--- config.mk ---
export PLATFORM = sky130hd
export DESIGN_NAME = iterated_dither_threshold
export DESIGN_NICKNAME = d
export VERILOG_FILES = /design/src/rtl/idt_pkg.sv /design/src/rtl/iterated_dither_threshold.sv /design/src/rtl/idt_front.sv /design/src/rtl/idt_queue.sv /design/src/rtl/idt_back.sv
export SDC_FILE = /design/constraint.sdc
export NUM_CORES = 2
export LEC_CHECK = 0
export ABC_AREA = 0
export BUFFER_PORTS_ARGS = -buffer_cell sky130_fd_sc_hd__buf_2
export CORE_AREA = 2 2 509 511
export CTS_BUF_LIST = sky130_fd_sc_hd__clkbuf_4 sky130_fd_sc_hd__clkbuf_8 sky130_fd_sc_hd__clkbuf_16
export DETAILED_ROUTE_END_ITERATION = 10
export DIE_AREA = 0 0 511 513
export HOLD_SLACK_MARGIN = 0.06
export PLACE_DENSITY_LB_ADDON = 0.15
export SYNTH_ARGS = -nofsm -noshare
export SYNTH_HDL_FRONTEND = slang
export SYNTH_SLANG_ARGS = --single-unit
--- constraint.sdc ---
create_clock -name clk -period 14.8 [get_ports clk]
set_input_delay 1.48 -clock clk [delete_from_list [all_inputs] [get_ports clk]]
set_output_delay 1.48 -clock clk [all_outputs]
set_load 0.005 [all_outputs]
--- src/rtl/idt_pkg.sv ---
// Package with shared types, constants and lookup functions for the dither threshold block.
`default_nettype none
package idt_pkg;

  localparam int unsigned EDGE_W   = 5;
  localparam int unsigned LEVEL_W  = 5;
  localparam int unsigned COORD_W  = 16;
  localparam int unsigned ENTRY_W  = 8;
  localparam int unsigned RANK_W   = 40;
  localparam int unsigned THR_W    = 16;
  localparam int unsigned CELLS_W  = 33;
  localparam int unsigned SQ_W     = 9;
  localparam int unsigned RECIP_W  = 24;
  localparam int unsigned QDEPTH   = 2;

  localparam logic [0:0] REG_BASE_EDGE = 1'b0;
  localparam logic [0:0] REG_LEVELS    = 1'b1;

  localparam logic MODE_LOAD    = 1'b0;
  localparam logic MODE_COMPUTE = 1'b1;

  typedef enum logic [1:0] {
    OP_LOAD,
    OP_COMPUTE,
    OP_CFG_ERR
  } op_kind_t;

  typedef struct packed {
    op_kind_t             kind;
    logic [ENTRY_W-1:0]   entry_index;
    logic [ENTRY_W-1:0]   entry_value;
    logic [COORD_W-1:0]   x_pos;
    logic [COORD_W-1:0]   y_pos;
  } q_entry_t;

  typedef struct packed {
    logic full;
    logic empty;
  } q_status_t;

  typedef enum logic [2:0] {
    ST_IDLE,
    ST_DIV,
    ST_REM,
    ST_RD,
    ST_ACC,
    ST_CHK,
    ST_DIVQ,
    ST_OUT
  } back_state_t;

  // Reciprocal ceil(2^24 / edge), exact for 16-bit dividends.
  function automatic logic [RECIP_W-1:0] recip(input logic [EDGE_W-1:0] edge_len);
    logic [RECIP_W-1:0] r;
    unique case (edge_len)
      5'd2:    r = 24'd8388608;
      5'd3:    r = 24'd5592406;
      5'd4:    r = 24'd4194304;
      5'd5:    r = 24'd3355444;
      5'd6:    r = 24'd2796203;
      5'd7:    r = 24'd2396746;
      5'd8:    r = 24'd2097152;
      5'd9:    r = 24'd1864136;
      5'd10:   r = 24'd1677722;
      5'd11:   r = 24'd1525202;
      5'd12:   r = 24'd1398102;
      5'd13:   r = 24'd1290556;
      5'd14:   r = 24'd1198373;
      5'd15:   r = 24'd1118482;
      5'd16:   r = 24'd1048576;
      default: r = '0;
    endcase
    return r;
  endfunction

  // Largest level count whose full edge stays within 65536; zero for an unusable edge.
  function automatic logic [LEVEL_W-1:0] max_levels(input logic [EDGE_W-1:0] edge_len);
    logic [LEVEL_W-1:0] m;
    unique case (edge_len)
      5'd2:    m = 5'd16;
      5'd3:    m = 5'd10;
      5'd4:    m = 5'd8;
      5'd5:    m = 5'd6;
      5'd6:    m = 5'd6;
      5'd7:    m = 5'd5;
      5'd8:    m = 5'd5;
      5'd9:    m = 5'd5;
      5'd10, 5'd11, 5'd12, 5'd13, 5'd14, 5'd15, 5'd16: m = 5'd4;
      default: m = '0;
    endcase
    return m;
  endfunction

endpackage
`default_nettype wire

--- src/rtl/iterated_dither_threshold.sv ---
// Top level of the recursive ordered-dither threshold generator.
// A load item writes one base map entry. A compute item's result is formed by the per-level
// sequence (reciprocal digit split, remainder, map read, multiply-accumulate) and the 16-step
// restoring divider that scales the rank; a saturated threshold skips the divider, and a
// configuration error item goes straight to the output stage.
// A two-entry queue lets input items be taken while the back end works, and the output
// register holds a result until it is taken. Configuration is at byte addresses 0 (base_edge)
// and 4 (levels).
`default_nettype none
module iterated_dither_threshold (
  input  wire logic                         clk,
  input  wire logic                         rst_n,
  input  wire logic                         psel,
  input  wire logic                         penable,
  input  wire logic                         pwrite,
  input  wire logic [2:0]                   paddr,
  input  wire logic [31:0]                  pwdata,
  output logic [31:0]                       prdata,
  output logic                              pready,
  input  wire logic                         in_valid,
  output logic                              in_stall,
  input  wire logic                         in_mode,
  input  wire logic [idt_pkg::ENTRY_W-1:0]  in_entry_index,
  input  wire logic [idt_pkg::ENTRY_W-1:0]  in_entry_value,
  input  wire logic [idt_pkg::COORD_W-1:0]  in_x_pos,
  input  wire logic [idt_pkg::COORD_W-1:0]  in_y_pos,
  output logic                              out_valid,
  input  wire logic                         out_stall,
  output logic [idt_pkg::RANK_W-1:0]        out_rank,
  output logic [idt_pkg::THR_W-1:0]         out_threshold,
  output logic                              out_config_error
);

  logic [idt_pkg::EDGE_W-1:0]  edge_r;
  logic [idt_pkg::LEVEL_W-1:0] levels_r;
  logic                        cfg_wr;
  logic                        push;
  logic                        pop;
  idt_pkg::q_entry_t           push_entry;
  idt_pkg::q_entry_t           head;
  idt_pkg::q_status_t          q_status;

  assign pready = 1'b1;
  assign cfg_wr = psel && penable && pwrite && pready;

  always_comb begin
    if (paddr[2] == idt_pkg::REG_LEVELS) begin
      prdata = {27'b0, levels_r};
    end else begin
      prdata = {27'b0, edge_r};
    end
  end

  always_ff @(posedge clk) begin
    if (!rst_n) begin
      edge_r   <= 5'd2;
      levels_r <= 5'd1;
    end else if (cfg_wr) begin
      if (paddr[2] == idt_pkg::REG_BASE_EDGE) begin
        edge_r <= pwdata[idt_pkg::EDGE_W-1:0];
      end else begin
        levels_r <= pwdata[idt_pkg::LEVEL_W-1:0];
      end
    end
  end

  idt_front u_front (
    .in_valid       (in_valid),
    .in_stall       (in_stall),
    .in_mode        (in_mode),
    .in_entry_index (in_entry_index),
    .in_entry_value (in_entry_value),
    .in_x_pos       (in_x_pos),
    .in_y_pos       (in_y_pos),
    .base_edge      (edge_r),
    .levels         (levels_r),
    .q_status       (q_status),
    .push           (push),
    .push_entry     (push_entry)
  );

  idt_queue u_queue (
    .clk        (clk),
    .rst_n      (rst_n),
    .push       (push),
    .push_entry (push_entry),
    .pop        (pop),
    .head       (head),
    .status     (q_status)
  );

  idt_back u_back (
    .clk              (clk),
    .rst_n            (rst_n),
    .base_edge        (edge_r),
    .levels           (levels_r),
    .head             (head),
    .q_status         (q_status),
    .pop              (pop),
    .out_valid        (out_valid),
    .out_stall        (out_stall),
    .out_rank         (out_rank),
    .out_threshold    (out_threshold),
    .out_config_error (out_config_error)
  );

endmodule
`default_nettype wire

--- src/rtl/idt_front.sv ---
// Front end: accepts input items and classifies them into queue entries.
`default_nettype none
module idt_front (
  input  wire logic                         in_valid,
  output logic                              in_stall,
  input  wire logic                         in_mode,
  input  wire logic [idt_pkg::ENTRY_W-1:0]  in_entry_index,
  input  wire logic [idt_pkg::ENTRY_W-1:0]  in_entry_value,
  input  wire logic [idt_pkg::COORD_W-1:0]  in_x_pos,
  input  wire logic [idt_pkg::COORD_W-1:0]  in_y_pos,
  input  wire logic [idt_pkg::EDGE_W-1:0]   base_edge,
  input  wire logic [idt_pkg::LEVEL_W-1:0]  levels,
  input  wire idt_pkg::q_status_t           q_status,
  output logic                              push,
  output idt_pkg::q_entry_t                 push_entry
);

  logic cfg_ok;

  assign cfg_ok = (levels != '0) && (levels <= idt_pkg::max_levels(base_edge));
  assign in_stall = q_status.full;
  assign push = in_valid && !q_status.full;

  always_comb begin
    push_entry.entry_index = in_entry_index;
    push_entry.entry_value = in_entry_value;
    push_entry.x_pos       = in_x_pos;
    push_entry.y_pos       = in_y_pos;
    if (in_mode == idt_pkg::MODE_LOAD) begin
      push_entry.kind = idt_pkg::OP_LOAD;
    end else if (cfg_ok) begin
      push_entry.kind = idt_pkg::OP_COMPUTE;
    end else begin
      push_entry.kind = idt_pkg::OP_CFG_ERR;
    end
  end

endmodule
`default_nettype wire

--- src/rtl/idt_queue.sv ---
// Two-entry queue between the front end and the back end.
`default_nettype none
module idt_queue (
  input  wire logic               clk,
  input  wire logic               rst_n,
  input  wire logic               push,
  input  wire idt_pkg::q_entry_t  push_entry,
  input  wire logic               pop,
  output idt_pkg::q_entry_t       head,
  output idt_pkg::q_status_t      status
);

  idt_pkg::q_entry_t store_r [idt_pkg::QDEPTH];
  logic       wr_ptr_r, wr_ptr_nxt;
  logic       rd_ptr_r, rd_ptr_nxt;
  logic [1:0] count_r, count_nxt;

  assign head         = store_r[rd_ptr_r];
  assign status.full  = (count_r == 2'd2);
  assign status.empty = (count_r == 2'd0);

  always_comb begin
    wr_ptr_nxt = push ? ~wr_ptr_r : wr_ptr_r;
    rd_ptr_nxt = pop ? ~rd_ptr_r : rd_ptr_r;
    count_nxt  = count_r + {1'b0, push} - {1'b0, pop};
  end

  always_ff @(posedge clk) begin
    if (!rst_n) begin
      wr_ptr_r <= 1'b0;
      rd_ptr_r <= 1'b0;
      count_r  <= 2'd0;
    end else begin
      wr_ptr_r <= wr_ptr_nxt;
      rd_ptr_r <= rd_ptr_nxt;
      count_r  <= count_nxt;
    end
  end

  always_ff @(posedge clk) begin
    if (push) begin
      store_r[wr_ptr_r] <= push_entry;
    end
  end

endmodule
`default_nettype wire

--- src/rtl/idt_back.sv ---
// Back end: base map memory, digit sequencer, rank accumulation, scaling divider and output register.
`default_nettype none
module idt_back (
  input  wire logic                         clk,
  input  wire logic                         rst_n,
  input  wire logic [idt_pkg::EDGE_W-1:0]   base_edge,
  input  wire logic [idt_pkg::LEVEL_W-1:0]  levels,
  input  wire idt_pkg::q_entry_t            head,
  input  wire idt_pkg::q_status_t           q_status,
  output logic                              pop,
  output logic                              out_valid,
  input  wire logic                         out_stall,
  output logic [idt_pkg::RANK_W-1:0]        out_rank,
  output logic [idt_pkg::THR_W-1:0]         out_threshold,
  output logic                              out_config_error
);

  idt_pkg::back_state_t state_r, state_nxt;

  logic [idt_pkg::ENTRY_W-1:0]  mem [2**idt_pkg::ENTRY_W];
  logic [idt_pkg::ENTRY_W-1:0]  rdata_r;
  logic [idt_pkg::COORD_W-1:0]  x_r, y_r, qx_r, qy_r;
  logic [3:0]                   xd_r, yd_r;
  logic [idt_pkg::RANK_W-1:0]   rank_r;
  logic [idt_pkg::CELLS_W-1:0]  cells_r, rem_r;
  logic [idt_pkg::THR_W-1:0]    quo_r;
  logic                         err_r;
  logic [idt_pkg::LEVEL_W-1:0]  lvl_r;
  logic [3:0]                   cnt_r;
  logic                         out_valid_r;
  logic [idt_pkg::RANK_W-1:0]   out_rank_r;
  logic [idt_pkg::THR_W-1:0]    out_thr_r;
  logic                         out_err_r;

  logic [idt_pkg::SQ_W-1:0]     sq;
  logic [39:0]                  prod_x, prod_y;
  logic [idt_pkg::RECIP_W-1:0]  m;
  logic [idt_pkg::COORD_W-1:0]  rx, ry;
  logic [8:0]                   idx_wide;
  logic [idt_pkg::ENTRY_W-1:0]  rd_addr;
  logic [idt_pkg::RANK_W-1:0]   rank_acc;
  logic [idt_pkg::CELLS_W-1:0]  cells_acc;
  logic [idt_pkg::CELLS_W:0]    shifted;
  logic                         ge;
  logic                         out_free;
  logic                         out_load;

  assign sq        = idt_pkg::SQ_W'({4'b0, base_edge} * {4'b0, base_edge});
  assign m         = idt_pkg::recip(base_edge);
  assign prod_x    = {24'b0, x_r} * {16'b0, m};
  assign prod_y    = {24'b0, y_r} * {16'b0, m};
  assign rx        = x_r - 16'({11'b0, base_edge} * qx_r);
  assign ry        = y_r - 16'({11'b0, base_edge} * qy_r);
  assign idx_wide  = {5'b0, yd_r} + 9'({4'b0, xd_r} * {4'b0, base_edge});
  assign rd_addr   = idx_wide[7:0];
  assign rank_acc  = 40'(rank_r * {31'b0, sq}) + {32'b0, rdata_r};
  assign cells_acc = 33'(cells_r * {24'b0, sq});
  assign shifted   = {rem_r, 1'b0};
  assign ge        = shifted >= {1'b0, cells_r};
  assign out_free  = !out_valid_r || !out_stall;
  assign out_load  = (state_r == idt_pkg::ST_OUT) && out_free;
  assign pop       = (state_r == idt_pkg::ST_IDLE) && !q_status.empty;

  assign out_valid        = out_valid_r;
  assign out_rank         = out_rank_r;
  assign out_threshold    = out_thr_r;
  assign out_config_error = out_err_r;

  always_comb begin
    state_nxt = state_r;
    unique case (state_r)
      idt_pkg::ST_IDLE: begin
        if (pop) begin
          unique case (head.kind)
            idt_pkg::OP_COMPUTE: state_nxt = idt_pkg::ST_DIV;
            idt_pkg::OP_CFG_ERR: state_nxt = idt_pkg::ST_OUT;
            default:             state_nxt = idt_pkg::ST_IDLE;
          endcase
        end
      end
      idt_pkg::ST_DIV:  state_nxt = idt_pkg::ST_REM;
      idt_pkg::ST_REM:  state_nxt = idt_pkg::ST_RD;
      idt_pkg::ST_RD:   state_nxt = idt_pkg::ST_ACC;
      idt_pkg::ST_ACC:  state_nxt = (lvl_r == 5'd1) ? idt_pkg::ST_CHK : idt_pkg::ST_DIV;
      idt_pkg::ST_CHK: begin
        state_nxt = (rank_r >= {7'b0, cells_r}) ? idt_pkg::ST_OUT : idt_pkg::ST_DIVQ;
      end
      idt_pkg::ST_DIVQ: state_nxt = (cnt_r == 4'd0) ? idt_pkg::ST_OUT : idt_pkg::ST_DIVQ;
      idt_pkg::ST_OUT:  state_nxt = out_free ? idt_pkg::ST_IDLE : idt_pkg::ST_OUT;
      default:          state_nxt = idt_pkg::ST_IDLE;
    endcase
  end

  always_ff @(posedge clk) begin
    if (!rst_n) begin
      state_r     <= idt_pkg::ST_IDLE;
      out_valid_r <= 1'b0;
    end else begin
      state_r <= state_nxt;
      if (out_load) begin
        out_valid_r <= 1'b1;
      end else if (!out_stall) begin
        out_valid_r <= 1'b0;
      end
    end
  end

  always_ff @(posedge clk) begin
    if (pop && head.kind == idt_pkg::OP_LOAD) begin
      mem[head.entry_index] <= head.entry_value;
    end
    rdata_r <= mem[rd_addr];
  end

  always_ff @(posedge clk) begin
    unique case (state_r)
      idt_pkg::ST_IDLE: begin
        x_r     <= head.x_pos;
        y_r     <= head.y_pos;
        rank_r  <= '0;
        cells_r <= 33'd1;
        lvl_r   <= levels;
        quo_r   <= '0;
        err_r   <= (head.kind == idt_pkg::OP_CFG_ERR);
      end
      idt_pkg::ST_DIV: begin
        qx_r <= prod_x[39:24];
        qy_r <= prod_y[39:24];
      end
      idt_pkg::ST_REM: begin
        xd_r <= rx[3:0];
        yd_r <= ry[3:0];
        x_r  <= qx_r;
        y_r  <= qy_r;
      end
      idt_pkg::ST_RD: begin
      end
      idt_pkg::ST_ACC: begin
        rank_r  <= rank_acc;
        cells_r <= cells_acc;
        lvl_r   <= lvl_r - 5'd1;
      end
      idt_pkg::ST_CHK: begin
        rem_r <= rank_r[idt_pkg::CELLS_W-1:0];
        cnt_r <= 4'd15;
        if (rank_r >= {7'b0, cells_r}) begin
          quo_r <= '1;
        end
      end
      idt_pkg::ST_DIVQ: begin
        rem_r <= ge ? 33'(shifted - {1'b0, cells_r}) : shifted[idt_pkg::CELLS_W-1:0];
        quo_r <= {quo_r[idt_pkg::THR_W-2:0], ge};
        cnt_r <= cnt_r - 4'd1;
      end
      idt_pkg::ST_OUT: begin
      end
      default: begin
      end
    endcase
    if (out_load) begin
      out_rank_r <= rank_r;
      out_thr_r  <= quo_r;
      out_err_r  <= err_r;
    end
  end

  a_digit_range: assert property (@(posedge clk) disable iff (!rst_n)
    (state_r == idt_pkg::ST_RD) |-> ({1'b0, xd_r} < base_edge && {1'b0, yd_r} < base_edge))
    else $error("digit not below the radix");

  a_rem_below: assert property (@(posedge clk) disable iff (!rst_n)
    (state_r == idt_pkg::ST_DIVQ) |-> (rem_r < cells_r))
    else $error("divider remainder not below cell count");

  a_out_set: assert property (@(posedge clk) disable iff (!rst_n)
    out_load |=> out_valid_r)
    else $error("output register not loaded");

endmodule
`default_nettype wire
==> summary.txt <==
Status -> completed
WP buf/inv -> 5
Max_slew headroom -> 0.185
CTS sink count -> 2461
Fin crit period -> 9510 ps
Final hold vios -> 0
Antenna violations before repair -> 10
Slowest cell on crit path -> a211oi_1
Post-synth EDFFs -> 2409
Die height -> 513 um
CTS Hold Buffers Added -> 0
CTS resizes -> 0
Pwr Total -> 27000 uW
Comb pwr share -> 0.420
Finished layout cell area -> 0.151 sq mm
Fillcell total -> 19600
Count leader, synth -> edfxtp_1
Endpoints failing setup -> 0
Post-Syn Instances -> 9394
Fin util -> 0.589
Worst path required time -> 15380 ps
Int Pwr -> 17000 uW
Vias -> 76800
TNS Setup -> 0 ps
Placed Area -> 0.142 sq mm
First-pass GRT wire length -> 507 mm
FF/Latch Area -> 0.0734 sq mm
CP Max Fanout -> 57
# DRC -> 0
Static leakage -> 0.0552 uW
Register share of total power -> 0.337
Max Cap Viol -> 0
Leading area contributor after synthesis -> edfxtp_1
Htree depth -> 5
Layout cells sized above 1 -> 0.144
I/O Buffers -> 125
Layout area overhead -> 9.45%
Postcts setup bufs -> 0
RSZ-0062 raised after global routing -> no
Final Slew Violations -> 0
Synth top area share -> 0.524
Clock Power Share -> 0.243
Max Freq -> 0.105 GHz
CTS Buffer Depth -> 4
Clock latency on the worst-skew pair -> 910 ps
Overall routing resource usage -> 0.257
Peak VDD IR -> 0.348 mV
CP Launch Type -> register
Synth cell count leaders -> edfxtp_1, inv_1, fa_1
Synth Cell Area -> 0.138 sq mm
WP data arrival -> 10090 ps
Ys async rst share -> 0
Reg clk slew, reported paths -> 60 ps
Top Ports -> 183
Gpl congestion -> 0.859
Vias per inst -> 5.87
Synth Flop Type -> edfxtp_1
Drt first pass iters -> 5
Core area -> 0.256 sq mm
Worst-margin pin slew -> 1220 ps
Routed length per instance -> 25.3 um
Crit path top cell by count -> fa_1
Part of the cycle the worst path needs -> 0.643
Largest net degree at the start of global routing -> 120
Rows -> 186
Nets -> 11100
Min Hold Slack -> 427 ps
Power Dens Cells -> 179 mW/mm^2
Multi-input logic area -> 0.0582 sq mm
Vias in the first global route -> 81700
Slowest stage delay, CP -> 700 ps
Initial drt markers -> 6904
Setup Crit Path Kind -> register to register
Die footprint -> 0.262 sq mm
Grt total ovfl -> 0
Largest cells by area after synthesis -> edfxtp_1, fa_1, mux4_2
Crit-path leading delay family -> adder cells
Die X -> 511 um
Clk root buf -> clkbuf_16
Post-Route WL -> 331 mm
Starting Density -> 0.538
Switch share -> 0.367
Post-route ant nets -> 0
TritonCTS buffer count -> 277
Synthesized area per cell -> 14.7 sq um
Post-DP HPWL -> 215 mm
Switch Pwr -> 9910 uW
Hold Crit Class -> register to register
Synth cell types -> 77
YS warnings -> 0
Worst clock skew -> 80.6 ps
Register bit total from synthesis -> 2461
CTS tree -> built
Post-synthesis sequential area ratio -> 0.532
Crit. End Element -> register
## per-stage QoR
| step | cells | worst slack, ps |
|---|---|---|
| 5_1_grt | 13100 | 4840 |
| 2_1_floorplan | 9420 | 6400 |
| 3_3_place_gp | 12600 | 5360 |
| 4_1_cts | 13100 | 5260 |
| 6_report | 13100 | 5290 |
| 3_5_place_dp | 12600 | 5310 |
## layout make-up
type / instances / share of cell area
well taps: 3384 / 0.0280
multi-input cells: 5224 / 0.386
clock inverters: 146 / 0.00786
inverters: 1274 / 0.0317
flip-flops and latches: 2461 / 0.486
clock buffers: 328 / 0.0491
diodes: 6 / 0.0000995
repair buffers: 258 / 0.0113
## worst paths after layout
check / from / end / slack, ps / cells past startpoint
worst min-delay path: u_back.err_r / u_back.out_config_error / 430 / 0
worst max register to register: edge_r[4] / u_back.rank_r[27] / 5290 / 32
worst min register to register: u_back.err_r / u_back.out_config_error / 430 / 0
worst max-delay path: edge_r[4] / u_back.rank_r[27] / 5290 / 32
## registers in the layout, summed over array words and instances (netlist names), 22 cells and up, named ones only
name,flops
u_back.rem_r,33
u_back.out_rank,40
u_back.cells_r,33
u_back.rank_r,40
u_queue.store_r,100
u_back.mem,2048
u_back.m,22
## logic make-up (layout without fill, tap and decap cells)
logic type,count (synthesis),in the layout,share of synthesized area
muxes,745,745,0.115
buffers and inverters,1735,2006,0.0488
other,2,34,0.0000544
xor gates and xnor gates,176,176,0.0112
DFF,2461,2461,0.532
AOI/OAI and AO/OA,577,577,0.0262
and+or+nand+nor,2186,2186,0.0765
adders and majority gates,1512,1512,0.191
## metal layers
| layer | GRT usage | up-vias | share of wire |
|---|---|---|---|
| li1 | - | 33000 | - |
| met1 | 0.348 | 40500 | 0.40 |
| met2 | 0.432 | 2661 | 0.50 |
| met3 | 0.0411 | 559 | 0.067 |
| met4 | 0.0735 | 6 | 0.029 |
| met5 | 0 | - | 0.00010 |
## power groups by stage
stage	combinational [uW]	sequential, uW	clock, uW
after floorplan	7620	8880	0
after global placement	11200	9210	0
after detailed placement	11400	9220	0
after CTS	11400	9080	6660
after global routing	12100	9110	6920
final	11300	9080	6550
## layout by cell type, fill, tap and decap left out, drive strengths merged, types with 8 or more instances in the layout
cell and count:
or3 11, nor2b 39, nand4 24, bufinv 16
fa 984, inv 1284, and2 705, o21a 37
xor2 56, clkinvlp 10, o31ai 11, mux2i 66
mux4 665, clkinv 110, xnor2 120, conb 28
clkbuf 328, dfxtp 52, o21ai 135, a21o 55
nand2b 32, o21bai 14, nand2 829, buf 258
nand3 35, o211ai 15, edfxtp 2409, a31oi 33
a21oi 175, nor4 10, o32ai 10, a211oi 33
nor2 408, ha 528, nor3 31, nor3b 8
mux2 14, and3 33
Power figures use the tool's default switching activity.
